File: config.mk
export PLATFORM = sky130hd
export DESIGN_NAME = wilder_rsi_indicator
export DESIGN_NICKNAME = d
export VERILOG_FILES = /design/src/hdl/wrsi_pkg.sv /design/src/hdl/wrsi_div.sv /design/src/hdl/wilder_rsi_indicator.sv
export SDC_FILE = /design/constraint.sdc
export NUM_CORES = 2
export LEC_CHECK = 0
export BUFFER_PORTS_ARGS = -buffer_cell sky130_fd_sc_hd__buf_2
export CAP_MARGIN = 20
export CORE_ASPECT_RATIO = 0.9
export CORE_UTILIZATION = 50
export DETAILED_ROUTE_END_ITERATION = 10
export PLACE_DENSITY = 0.69
export SLEW_MARGIN = 15
export SYNTH_ARGS = -nofsm -noshare
export SYNTH_HDL_FRONTEND = slang
export SYNTH_SLANG_ARGS = --single-unit
File: constraint.sdc
create_clock -name clk_i -period 8.8 [get_ports clk_i]
set_input_delay 0.44 -clock clk_i [delete_from_list [all_inputs] [get_ports clk_i]]
set_output_delay 0.44 -clock clk_i [all_outputs]
set_load 0.005 [all_outputs]
File: src/hdl/wrsi_pkg.sv
// Package with the shared types and constants of the Wilder RSI indicator.
package wrsi_pkg;

  // Fixed field widths.
  localparam int unsigned PERIOD_W     = 7;
  localparam int unsigned PERIOD_RESET = 14;
  localparam int unsigned AVG_W        = 48;
  localparam int unsigned RSI_W        = 14;

  // RSI scale: results are in hundredths of a percent point.
  localparam int unsigned RSI_SCALE = 100;
  localparam int unsigned RSI_FULL  = RSI_SCALE * RSI_SCALE;
  localparam int unsigned RSI_HALF  = RSI_FULL / 2;

  // Shared multiplier and divider widths.
  localparam int unsigned MULB_W = RSI_W;
  localparam int unsigned PROD_W = AVG_W + MULB_W;
  localparam int unsigned DVS_W  = AVG_W + 1;
  localparam int unsigned REM_W  = DVS_W + 1;
  localparam int unsigned QCNT_W = $clog2(AVG_W + 1);

  // Parameter defaults for the top level.
  localparam int unsigned DEF_MAX_PERIOD    = 64;
  localparam int unsigned DEF_PRICE_BITS    = 32;
  localparam int unsigned DEF_FRACTION_BITS = 16;

  // Sequencer states.
  typedef enum logic [3:0] {
    ST_IDLE,
    ST_PREP,
    ST_MUL,
    ST_DIVGO,
    ST_DIVWAIT,
    ST_RSI,
    ST_RDIV,
    ST_RWAIT,
    ST_OUT
  } wrsi_state_e;

  // Divider request and response.
  typedef struct packed {
    logic go;
    logic rsi_mode;
  } wrsi_div_req_t;

  typedef struct packed {
    logic busy;
    logic done;
  } wrsi_div_rsp_t;

endpackage

File: src/hdl/wrsi_div.sv
// Restoring divider, one quotient bit per cycle, shared by smoothing and RSI.
module wrsi_div (
  input  logic                              clk_i,
  input  logic                              rst_ni,
  input  wrsi_pkg::wrsi_div_req_t           req_i,
  input  logic [wrsi_pkg::PROD_W-1:0]       dividend_i,
  input  logic [wrsi_pkg::DVS_W-1:0]        divisor_i,
  output wrsi_pkg::wrsi_div_rsp_t           rsp_o,
  output logic [wrsi_pkg::AVG_W-1:0]        quotient_o
);

  localparam int unsigned QW = wrsi_pkg::AVG_W;
  localparam int unsigned SQ = wrsi_pkg::RSI_W;

  logic [wrsi_pkg::REM_W-1:0]  rem_q, rem_d;
  logic [QW-1:0]               dvd_q, dvd_d;
  logic [QW-1:0]               quo_q, quo_d;
  logic [wrsi_pkg::DVS_W-1:0]  dvs_q, dvs_d;
  logic [wrsi_pkg::QCNT_W-1:0] cnt_q, cnt_d;
  logic                        busy_q, busy_d;
  logic                        done_q, done_d;
  logic [wrsi_pkg::REM_W-1:0]  trial;
  logic                        fits;

  // One restoring step: shift in the next dividend bit and try to subtract.
  always_comb begin
    trial = {rem_q[wrsi_pkg::REM_W-2:0], dvd_q[QW-1]};
    fits  = trial >= {1'b0, dvs_q};
  end

  // Load on a request; the quotient is known to fit the selected width,
  // so the dividend bits above it seed the remainder directly.
  always_comb begin
    rem_d  = rem_q;
    dvd_d  = dvd_q;
    quo_d  = quo_q;
    dvs_d  = dvs_q;
    cnt_d  = cnt_q;
    busy_d = busy_q;
    done_d = 1'b0;
    if (req_i.go) begin
      dvs_d  = divisor_i;
      quo_d  = '0;
      busy_d = 1'b1;
      if (req_i.rsi_mode) begin
        rem_d = wrsi_pkg::REM_W'(dividend_i >> SQ);
        dvd_d = QW'(dividend_i[SQ-1:0]) << (QW - SQ);
        cnt_d = wrsi_pkg::QCNT_W'(SQ);
      end else begin
        rem_d = wrsi_pkg::REM_W'(dividend_i >> QW);
        dvd_d = dividend_i[QW-1:0];
        cnt_d = wrsi_pkg::QCNT_W'(QW);
      end
    end else if (busy_q) begin
      rem_d = fits ? (trial - {1'b0, dvs_q}) : trial;
      dvd_d = dvd_q << 1;
      quo_d = {quo_q[QW-2:0], fits};
      cnt_d = cnt_q - 1'b1;
      if (cnt_q == wrsi_pkg::QCNT_W'(1)) begin
        busy_d = 1'b0;
        done_d = 1'b1;
      end
    end
  end

  // Control registers.
  always_ff @(posedge clk_i or negedge rst_ni) begin
    if (!rst_ni) begin
      busy_q <= 1'b0;
      done_q <= 1'b0;
      cnt_q  <= '0;
    end else begin
      busy_q <= busy_d;
      done_q <= done_d;
      cnt_q  <= cnt_d;
    end
  end

  // Datapath registers.
  always_ff @(posedge clk_i) begin
    rem_q <= rem_d;
    dvd_q <= dvd_d;
    quo_q <= quo_d;
    dvs_q <= dvs_d;
  end

  assign rsp_o.busy = busy_q;
  assign rsp_o.done = done_q;
  assign quotient_o = quo_q;

endmodule

File: src/hdl/wilder_rsi_indicator.sv
// Top level of the Wilder-smoothed relative strength index unit.
//
//  Channel   Direction  Contents (lowest bit first)
//  s_axis    in         tdata: close_price; tuser: start_series
//  m_axis    out        tdata: rsi_hundredths, average_gain, average_loss, pad;
//                       tuser: rsi_valid
//  cfg       in         period, written when cfg_wen_i is high
//
// One price is worked on at a time; s_axis_tready is high only while idle.
// A smoothing step runs from acceptance to a valid result as follows:
// each average needs a multiply and a full-width pass of the shared
// divider, then the RSI ratio needs a multiply and an RSI-mode divider pass.
// A first price or a not-yet-valid step does not use the divider; the step that
// closes the seeding window runs the divider for both sums as well.
// A result waits in the output register until taken; reset clears the series.
module wilder_rsi_indicator #(
  parameter int unsigned MAX_PERIOD    = wrsi_pkg::DEF_MAX_PERIOD,
  parameter int unsigned PRICE_BITS    = wrsi_pkg::DEF_PRICE_BITS,
  parameter int unsigned FRACTION_BITS = wrsi_pkg::DEF_FRACTION_BITS
) (
  input  logic                                   clk_i,
  input  logic                                   rst_ni,
  // tdata: close_price [PRICE_BITS-1:0], zero pad to whole bytes.
  input  logic [((PRICE_BITS + 7) / 8) * 8 - 1:0] s_axis_tdata,
  // tuser: start_series.
  input  logic                                   s_axis_tuser,
  input  logic                                   s_axis_tvalid,
  output logic                                   s_axis_tready,
  // tdata: rsi_hundredths [13:0], average_gain [61:14], average_loss [109:62],
  // zero pad [111:110].
  output logic [111:0]                           m_axis_tdata,
  // tuser: rsi_valid.
  output logic                                   m_axis_tuser,
  output logic                                   m_axis_tvalid,
  input  logic                                   m_axis_tready,
  input  logic                                   cfg_wen_i,
  input  logic [wrsi_pkg::PERIOD_W-1:0]          cfg_wdata_i
);

  localparam int unsigned NW = $clog2(MAX_PERIOD + 1);
  localparam int unsigned SW = $clog2(MAX_PERIOD + 2);
  localparam int unsigned AW = wrsi_pkg::AVG_W;
  localparam int unsigned OUT_W = 2 * AW + wrsi_pkg::RSI_W;

  wrsi_pkg::wrsi_state_e state_q, state_d;

  logic [wrsi_pkg::PERIOD_W-1:0] period_q;
  logic [PRICE_BITS-1:0]         last_q, price_q;
  logic [SW-1:0]                 seen_q;
  logic [AW-1:0]                 gain_q, loss_q;
  logic                          start_q;
  logic [NW-1:0]                 n_q, n_win;
  logic [AW-1:0]                 gmv_q, lmv_q, gmv, lmv;
  logic [wrsi_pkg::PROD_W-1:0]   prod_q;
  logic                          sel_q, smooth_q;
  logic [wrsi_pkg::RSI_W-1:0]    rsi_q;
  logic                          valid_q;

  logic [SW-1:0]                 prior_cnt, n_ext;
  logic                          first_px, seeding, seed_end, rsi_ok;
  logic [AW-1:0]                 cur_avg, cur_move;
  logic [AW-1:0]                 mul_a;
  logic [wrsi_pkg::MULB_W-1:0]   mul_b;
  logic [AW:0]                   gsum, lsum;
  logic [PRICE_BITS-1:0]         diff;
  logic [AW-1:0]                 diff_ext, move_fx;

  wrsi_pkg::wrsi_div_req_t       div_req;
  wrsi_pkg::wrsi_div_rsp_t       div_rsp;
  logic [wrsi_pkg::PROD_W-1:0]   div_dvd;
  logic [wrsi_pkg::DVS_W-1:0]    div_dvs;
  logic [AW-1:0]                 div_quo;

  // Averaging window, clamped to the supported range.
  always_comb begin
    if (int'(period_q) < 2) begin
      n_win = NW'(2);
    end else if (int'(period_q) > int'(MAX_PERIOD)) begin
      n_win = NW'(MAX_PERIOD);
    end else begin
      n_win = NW'(period_q);
    end
  end

  // Price move as a fixed-point value, saturating at the average width.
  always_comb begin
    diff     = (price_q > last_q) ? (price_q - last_q) : (last_q - price_q);
    diff_ext = AW'(diff);
    if ((diff_ext >> (AW - FRACTION_BITS)) != '0) begin
      move_fx = '1;
    end else begin
      move_fx = diff_ext << FRACTION_BITS;
    end
    gmv = (price_q > last_q) ? move_fx : '0;
    lmv = (price_q > last_q) ? '0 : move_fx;
  end

  // Series bookkeeping decoded from the count of prices seen.
  always_comb begin
    n_ext     = SW'(n_q);
    prior_cnt = seen_q - 1'b1;
    first_px  = start_q || (seen_q == '0);
    seeding   = prior_cnt < n_ext;
    seed_end  = prior_cnt == (n_ext - 1'b1);
    rsi_ok    = (seen_q != '0) && ((seen_q - 1'b1) >= n_ext);
    gsum      = {1'b0, gain_q} + {1'b0, gmv};
    lsum      = {1'b0, loss_q} + {1'b0, lmv};
    cur_avg   = sel_q ? loss_q : gain_q;
    cur_move  = sel_q ? lmv_q : gmv_q;
  end

  // Shared multiplier operands: window minus one when smoothing, full scale for RSI.
  always_comb begin
    if (state_q == wrsi_pkg::ST_RSI) begin
      mul_a = gain_q;
      mul_b = wrsi_pkg::MULB_W'(wrsi_pkg::RSI_FULL);
    end else begin
      mul_a = cur_avg;
      mul_b = wrsi_pkg::MULB_W'(n_q - 1'b1);
    end
  end

  // Next-state logic.
  always_comb begin
    state_d = state_q;
    case (state_q)
      wrsi_pkg::ST_IDLE: begin
        if (s_axis_tvalid) state_d = wrsi_pkg::ST_PREP;
      end
      wrsi_pkg::ST_PREP: begin
        if (first_px) begin
          state_d = wrsi_pkg::ST_RSI;
        end else if (!seeding) begin
          state_d = wrsi_pkg::ST_MUL;
        end else if (seed_end) begin
          state_d = wrsi_pkg::ST_DIVGO;
        end else begin
          state_d = wrsi_pkg::ST_RSI;
        end
      end
      wrsi_pkg::ST_MUL:    state_d = wrsi_pkg::ST_DIVGO;
      wrsi_pkg::ST_DIVGO:  state_d = wrsi_pkg::ST_DIVWAIT;
      wrsi_pkg::ST_DIVWAIT: begin
        if (div_rsp.done) begin
          if (sel_q) begin
            state_d = wrsi_pkg::ST_RSI;
          end else begin
            state_d = smooth_q ? wrsi_pkg::ST_MUL : wrsi_pkg::ST_DIVGO;
          end
        end
      end
      wrsi_pkg::ST_RSI: begin
        if (rsi_ok && (loss_q != '0)) begin
          state_d = wrsi_pkg::ST_RDIV;
        end else begin
          state_d = wrsi_pkg::ST_OUT;
        end
      end
      wrsi_pkg::ST_RDIV:  state_d = wrsi_pkg::ST_RWAIT;
      wrsi_pkg::ST_RWAIT: begin
        if (div_rsp.done) state_d = wrsi_pkg::ST_OUT;
      end
      wrsi_pkg::ST_OUT: begin
        if (m_axis_tready) state_d = wrsi_pkg::ST_IDLE;
      end
      default: state_d = wrsi_pkg::ST_IDLE;
    endcase
  end

  // Outputs of the sequencer: handshakes and divider requests.
  always_comb begin
    s_axis_tready    = 1'b0;
    m_axis_tvalid    = 1'b0;
    div_req.go       = 1'b0;
    div_req.rsi_mode = 1'b0;
    div_dvd          = prod_q + wrsi_pkg::PROD_W'(cur_move);
    div_dvs          = wrsi_pkg::DVS_W'(n_q);
    case (state_q)
      wrsi_pkg::ST_IDLE: s_axis_tready = 1'b1;
      wrsi_pkg::ST_DIVGO: begin
        div_req.go = 1'b1;
        if (!smooth_q) div_dvd = wrsi_pkg::PROD_W'(cur_avg);
      end
      wrsi_pkg::ST_RDIV: begin
        div_req.go       = 1'b1;
        div_req.rsi_mode = 1'b1;
        div_dvd          = prod_q;
        div_dvs          = wrsi_pkg::DVS_W'(gain_q) + wrsi_pkg::DVS_W'(loss_q);
      end
      wrsi_pkg::ST_OUT: m_axis_tvalid = 1'b1;
      default: begin
        s_axis_tready = 1'b0;
      end
    endcase
  end

  // State register.
  always_ff @(posedge clk_i or negedge rst_ni) begin
    if (!rst_ni) begin
      state_q <= wrsi_pkg::ST_IDLE;
    end else begin
      state_q <= state_d;
    end
  end

  // Period register and series state.
  always_ff @(posedge clk_i or negedge rst_ni) begin
    if (!rst_ni) begin
      period_q <= wrsi_pkg::PERIOD_W'(wrsi_pkg::PERIOD_RESET);
      last_q   <= '0;
      seen_q   <= '0;
      gain_q   <= '0;
      loss_q   <= '0;
      sel_q    <= 1'b0;
    end else begin
      if (cfg_wen_i) period_q <= cfg_wdata_i;
      case (state_q)
        wrsi_pkg::ST_PREP: begin
          last_q <= price_q;
          sel_q  <= 1'b0;
          if (first_px) begin
            seen_q <= SW'(1);
            gain_q <= '0;
            loss_q <= '0;
          end else begin
            if (seen_q < SW'(MAX_PERIOD + 1)) seen_q <= seen_q + 1'b1;
            if (seeding) begin
              gain_q <= gsum[AW] ? '1 : gsum[AW-1:0];
              loss_q <= lsum[AW] ? '1 : lsum[AW-1:0];
            end
          end
        end
        wrsi_pkg::ST_DIVWAIT: begin
          if (div_rsp.done) begin
            if (sel_q) begin
              loss_q <= div_quo;
            end else begin
              gain_q <= div_quo;
            end
            sel_q <= 1'b1;
          end
        end
        default: begin
          sel_q <= sel_q;
        end
      endcase
    end
  end

  // Payload registers: accepted item, moves, product and result.
  always_ff @(posedge clk_i) begin
    if (s_axis_tvalid && s_axis_tready) begin
      price_q <= s_axis_tdata[PRICE_BITS-1:0];
      start_q <= s_axis_tuser;
      n_q     <= n_win;
    end
    if (state_q == wrsi_pkg::ST_PREP) begin
      gmv_q    <= gmv;
      lmv_q    <= lmv;
      smooth_q <= !seeding;
    end
    if ((state_q == wrsi_pkg::ST_MUL) || (state_q == wrsi_pkg::ST_RSI)) begin
      prod_q <= wrsi_pkg::PROD_W'(mul_a) * wrsi_pkg::PROD_W'(mul_b);
    end
    if (state_q == wrsi_pkg::ST_RSI) begin
      valid_q <= rsi_ok;
      if (!rsi_ok) begin
        rsi_q <= '0;
      end else if ((gain_q == '0) && (loss_q == '0)) begin
        rsi_q <= wrsi_pkg::RSI_W'(wrsi_pkg::RSI_HALF);
      end else begin
        rsi_q <= wrsi_pkg::RSI_W'(wrsi_pkg::RSI_FULL);
      end
    end
    if ((state_q == wrsi_pkg::ST_RWAIT) && div_rsp.done) begin
      rsi_q <= div_quo[wrsi_pkg::RSI_W-1:0];
    end
  end

  wrsi_div u_div (
    .clk_i      (clk_i),
    .rst_ni     (rst_ni),
    .req_i      (div_req),
    .dividend_i (div_dvd),
    .divisor_i  (div_dvs),
    .rsp_o      (div_rsp),
    .quotient_o (div_quo)
  );

  // Result transaction; averages read as zero until the window is filled.
  assign m_axis_tdata = {{(112 - OUT_W){1'b0}},
                         (valid_q ? loss_q : {AW{1'b0}}),
                         (valid_q ? gain_q : {AW{1'b0}}),
                         rsi_q};
  assign m_axis_tuser = valid_q;

  // The input side is never open while a result is on offer.
  a_excl : assert property (@(posedge clk_i) disable iff (!rst_ni)
    !(s_axis_tready && m_axis_tvalid))
    else $error("input ready while a result is pending");

  // An offered RSI never exceeds full scale.
  a_range : assert property (@(posedge clk_i) disable iff (!rst_ni)
    m_axis_tvalid |-> (m_axis_tdata[wrsi_pkg::RSI_W-1:0] <=
                       wrsi_pkg::RSI_W'(wrsi_pkg::RSI_FULL)))
    else $error("RSI above full scale");

  // A result flagged not valid carries all-zero data.
  a_zero : assert property (@(posedge clk_i) disable iff (!rst_ni)
    (m_axis_tvalid && !m_axis_tuser) |-> (m_axis_tdata == '0))
    else $error("non-valid result carries data");

  // The divider only finishes while the sequencer waits for it.
  a_done : assert property (@(posedge clk_i) disable iff (!rst_ni)
    div_rsp.done |-> ((state_q == wrsi_pkg::ST_DIVWAIT) ||
                      (state_q == wrsi_pkg::ST_RWAIT)))
    else $error("divider finished outside a wait state");

  // A new division is only started once the previous one has finished.
  a_start : assert property (@(posedge clk_i) disable iff (!rst_ni)
    div_req.go |-> !div_rsp.busy)
    else $error("divider started while busy");

endmodule
After elaboration in Yosys (flattened, before gate mapping)
Index checks and enable logic that the tools add are counted.
Widths: inputs -> output; s select.

word-level totals
  register bits = 563
  latch bits = 0
  bits in writable memories = 0
  bits in read-only memories = 0
  input port bits = 45
  output and inout port bits = 115
  memories = 0

cells by class
  add/subtract/negate cells = 12
  multiply operators = 1
  divide/modulo/power cells = 0
  magnitude comparators = 7
  equal/unequal tests = 17
  shift-type cells = 0
  multiplexer cells = 64
  bitwise gates (word level) = 0
  reduce and logical (&&, ||, !) cells = 25

operators by type and width
  cell                 count
  $mux 48              21
  $pmux 48 s2          2
  $add 48x48->49       3
  $mux 49              3
  $pmux 62 s2          1
  $logic_not 48->1     2
  $mux 14              5
  $sub 32x32->32       2
  $add 62x48->62       1
  $mul 48x14->62       1
  $mux 62              1
  $ge 50x49->1         1
  $sub 49x49->49       1
  $reduce_bool 48->1   1
  $pmux 4 s9           1
  $gt 32x32->1         1
  $mux 32              1
  $mux 7               4
  $mux 4               5
  $mux 6               3
  $eq 4x3->1 const B   4
  $sub 7x1->7 const B  2
  $mux 1               12
  $mux 3               4
  27 further kinds     44

Depth between registers and ports, before layout
  depth in word-level cells = 8
  depth in mapped cells = 33

Modules after synthesis
Synthesis repeated with hierarchy kept, for this count alone.

second synthesis, totals
  cell total of the unflattened synthesis = 6566
  area, all modules = 58643.7 um^2

modules (own cells, without submodules)
  module                times used  cells each  area each (um^2)  sequential area each (um^2)
  wilder_rsi_indicator  1           5469        47239.1           9147.5
  wrsi_div              1           1097        11404.7           5545.3

Worst setup path before layout
No wires, ideal clock.

  path kind = flip-flop to flip-flop
  start point = register sel_q
  end point = register prod_q[58] in the netlist's numbering (data pin)
  arrival time = 7.982 ns
  data required time = 8.534 ns
  path slack = 0.552 ns
  cell stages (with the launch flop) = 27
  buffers on the path = 4
  period minus slack after synthesis = 8.248 ns
  cell sequence = dfrtp_1 > buf_2 > buf_1 > clkbuf_1 > buf_1 > mux2i_1 > o21ai_0 > fa_1 > fa_1 > fa_1 > fa_1 > fa_1 > inv_1 > fa_1 > inv_1 > ha_1 > a21o_1 > a21o_1 > a221oi_1 > o31ai_1 > a21oi_1 > o21ai_2 > a211o_2 > o2bb2ai_2 > a2111oi_1 > nor3_1 > xor2_1

on the way
  cells in the longest elaborated chain, start to end = 3

ends and longest elaborated chain
  item                    RTL line                     text
  start, declared         wilder_rsi_indicator.sv:55   logic sel_q, smooth_q;
  start signal, assigned  wilder_rsi_indicator.sv:244  sel_q <= sel_q;
  $mux 48                 wilder_rsi_indicator.sv:108  cur_avg = sel_q ? loss_q : gain_q;
  $mux 48                 wilder_rsi_indicator.sv:114  if (state_q == wrsi_pkg::ST_RSI) begin
  $mul 48x14->62          wilder_rsi_indicator.sv:263  prod_q <= wrsi_pkg::PROD_W'(mul_a) * wrsi_pkg::PROD_W'(mul_b);
  end signal, assigned    wilder_rsi_indicator.sv:263
  end, declared           wilder_rsi_indicator.sv:54   logic [wrsi_pkg::PROD_W-1:0] prod_q;

No other way between the ends.
A chain may end at the register's enable or synchronous reset.

Worst setup path in the final report
  start point = register n_q[1] (netlist: n_ext[1])
  end point = register prod_q[58] in the netlist's numbering (data pin)

on the way
  cells in the longest elaborated chain, start to end = 3

ends and longest elaborated chain
  item                    RTL line                     text
  start, declared         wilder_rsi_indicator.sv:52   logic [NW-1:0] n_q, n_win;
  start signal, assigned  wilder_rsi_indicator.sv:255  n_q <= n_win;
  $sub 7x1->8             wilder_rsi_indicator.sv:119  mul_b = wrsi_pkg::MULB_W'(n_q - 1'b1);
  $mux 14                 wilder_rsi_indicator.sv:114
  $mul 48x14->62          wilder_rsi_indicator.sv:263

No other way between the ends.

==> impl_metrics.ini <==
[outcome]
status = finished clean

[timing]
fin_skew_ps = 57.31
setup_violations = 0
final-hold-violation-count = 0
worstMarginPinSlew_ps = 1240
fmax_mhz = 117.2
drv_slew = 0
max_slew_margin_pct = 16.48
rsz0062_at_grt = true
finalCriticalPeriod_ps = 8536
period_share_pct = 97.00

[floorplanning]
die_h_um = 322.6
fp-row-count = 117
fp.dieW_um = 358.2
initial_core_util_pct = 50.46
io_pins = 160
die_area_mm2 = 0.1156
coreArea_mm2 = 0.1132

[placed_design]
place_inst = 7869
hpwl_um = 163000
gp_congestion = 1.016
port_buffers = 157

[routing]
wl_per_cell_um = 25.19
dr.pass1.iters = 6
drcViolationCount = 0
dr.first_iter.drc_count = 5493
vias = 48550
ant_nets = 0
viasPerCell = 6.047
wirelength_um = 202200

[worst_setup_path]
crit_path_max_incr_delay_ps = 560
critPathKind = reg2reg
reg2reg_depth = 26
rrSetupSlack_ps = 260
rr_endpoint = prod_q[58]
worstPathArrival_ps = 8920
cp_common_cell = fa_1
regToRegStartpoint = n_ext[1]
cp_num_cells = 26
cp_top_family = adder cells
setup.worst_path.start_class = flip-flop
critPathSlowestCell = fa_1
crit_fanout = 10
cp_num_buf_inv = 4
worstPathRequired_ps = 9190
end_kind = flip-flop

[min_path]
holdCritStartpoint = s_axis_tdata[14]
hold_path_end = price_q[14]
min_path_type = in2reg
holdPathStages = 1

[clock_network]
cts_sinks = 531
cts_tree = built
clk_latency_ps = 680
cts_buffers = 66
path_clk_slew_ps = 60
clockBufferDepth = 3
htreeDepth = 3
clock-root-buffer = clkbuf_16

[logic_synthesis]
yosys.area.top_type_share_pct = 18.65
synth_edf_count = 328
ys_top_cells_by_area = fa_1, edfxtp_1, ha_1
synthCells = 6329
yosysSeqAreaShare_pct = 25.73
synth-main-ff-cell = edfxtp_1
avgSynthCellArea_um2 = 9.022
async_flop_share_pct = 29.19
synth_top_area_cell = fa_1
ys_warn_count = 0
ys_types = 102
netlist_top_cells_count = inv_1, nor2_1, fa_1
synth.ff_latch_count = 531
synth_area_mm2 = 0.05710
yosysMostFrequentCell = inv_1

[grt]
grt_usage_pct = 35.13
antenna_found_initial = 8
grt_max_degree = 98
grt_pass1_vias = 47960
gr-total-overflow = 0
grt_pass1_wl_um = 302300

[job]
drv_cap = 0

[finish]
final_nets = 7475
fin_cells = 8029
area_growth_pct = 10.22
drive_above_1_share_pct = 9.208
==> metrics by stage <==
stage / hold slack [ps] / setup TNS [ps] / util, % / setup WS, ps / cell area, um^2
after CTS: 1.553 / 0 / 55.55 / 80.54 / 62860
after global placement: 473.8 / 0 / 53.12 / 208.5 / 60110
final: 15.81 / 0 / 55.61 / 264.2 / 62930
after detailed placement: 486.4 / 0 / 53.12 / 147.6 / 60120
after global routing: 4.532 / -56.51 / 55.60 / -41.97 / 62920
after floorplan: 144.4 / 0 / - / 552.2 / 57100
==> kinds of logic (layout without fill, tap and decap cells) <==
| logic type | count (synthesis) | after routing | share of synthesized area, % |
|---|---|---|---|
| other | 1 | 6 | 0.006568 |
| AOI/OAI and AO/OA | 1533 | 1533 | 17.24 |
| xor gates and xnor gates | 330 | 330 | 5.062 |
| and+or+nand+nor | 1783 | 1783 | 14.17 |
| adders and majority gates | 945 | 945 | 27.69 |
| buffers and inverters | 1031 | 1239 | 6.894 |
| DFF | 531 | 531 | 25.73 |
| muxes | 175 | 175 | 3.213 |
==> timing repair <==
item / CTS / global route
hold endpoints to repair: 126 / 0
setup endpoints to repair: 0 / 11
hold buffers: 36 / 0
buffers inserted: 0 / 0
gates resized for setup: 0 / 17
==> flip-flops by register name, indices dropped and copies added, names as in the netlist, 4 cells and up <==
| name | cells |
|---|---|
| prod_q | 62 |
| u_div.dvs_q | 49 |
| u_div.rem_q | 49 |
| gain_q | 48 |
| loss_q | 48 |
| u_div.dvd_q | 48 |
| u_div.quotient_o | 48 |
| gmv_q | 32 |
| last_q | 32 |
| lmv_q | 32 |
| price_q | 32 |
| rsi_q | 14 |
| n_ext | 7 |
| period_q | 7 |
| seen_q | 7 |
| u_div.cnt_q | 6 |
| state_q | 4 |
==> layout make-up <==
| type | count | area [um^2] |
|---|---|---|
| antenna | 4 | 10.01 |
| clock buffer | 75 | 1725 |
| clock inverter | 42 | 654.4 |
| fill | 10260 | 50230 |
| inverter | 753 | 2834 |
| multi-input combinational | 4768 | 38620 |
| sequential | 531 | 14700 |
| tap | 1487 | 1861 |
| timing repair buffer | 369 | 2534 |
==> layer usage <==
metal | vias up | global-route usage (%) | share of wire [%]
met5 | - | 0 | 0.023
met4 | 6 | 14.61 | 4.6
met3 | 362 | 9.669 | 12
met2 | 2462 | 50.92 | 42
met1 | 23810 | 49.23 | 42
li1 | 21910 | - | -
==> cell usage in the layout (no fill, tap or decap), types with 66 or more instances in the layout <==
master,instances
inv_1,750
nor2_1,664
fa_1,532
nand2_1,519
ha_1,409
a21oi_1,398
o21ai_0,360
edfxtp_1,328
a21o_1,233
xnor2_1,212
buf_4,168
buf_2,157
dfrtp_1,150
and2_1,128
xor2_1,116
mux2i_1,104
a31oi_1,90
nor3_1,74
mux2_2,66
clkbuf_16,66
==> worst max-delay path by stage <==
stage                  start    endpoint  slack [ps]
floorplan              sel_q  prod_q[58]         550
global placement       sel_q  prod_q[58]         210
detailed placement     sel_q  prod_q[58]         150
CTS                    sel_q  prod_q[58]          80
global route        n_ext[2]  prod_q[57]         -40
finish              n_ext[1]  prod_q[58]         260
Power is left out: the tool's default activity adds up to more than one toggle a clock period on the data nets, which glitch-free logic cannot reach.
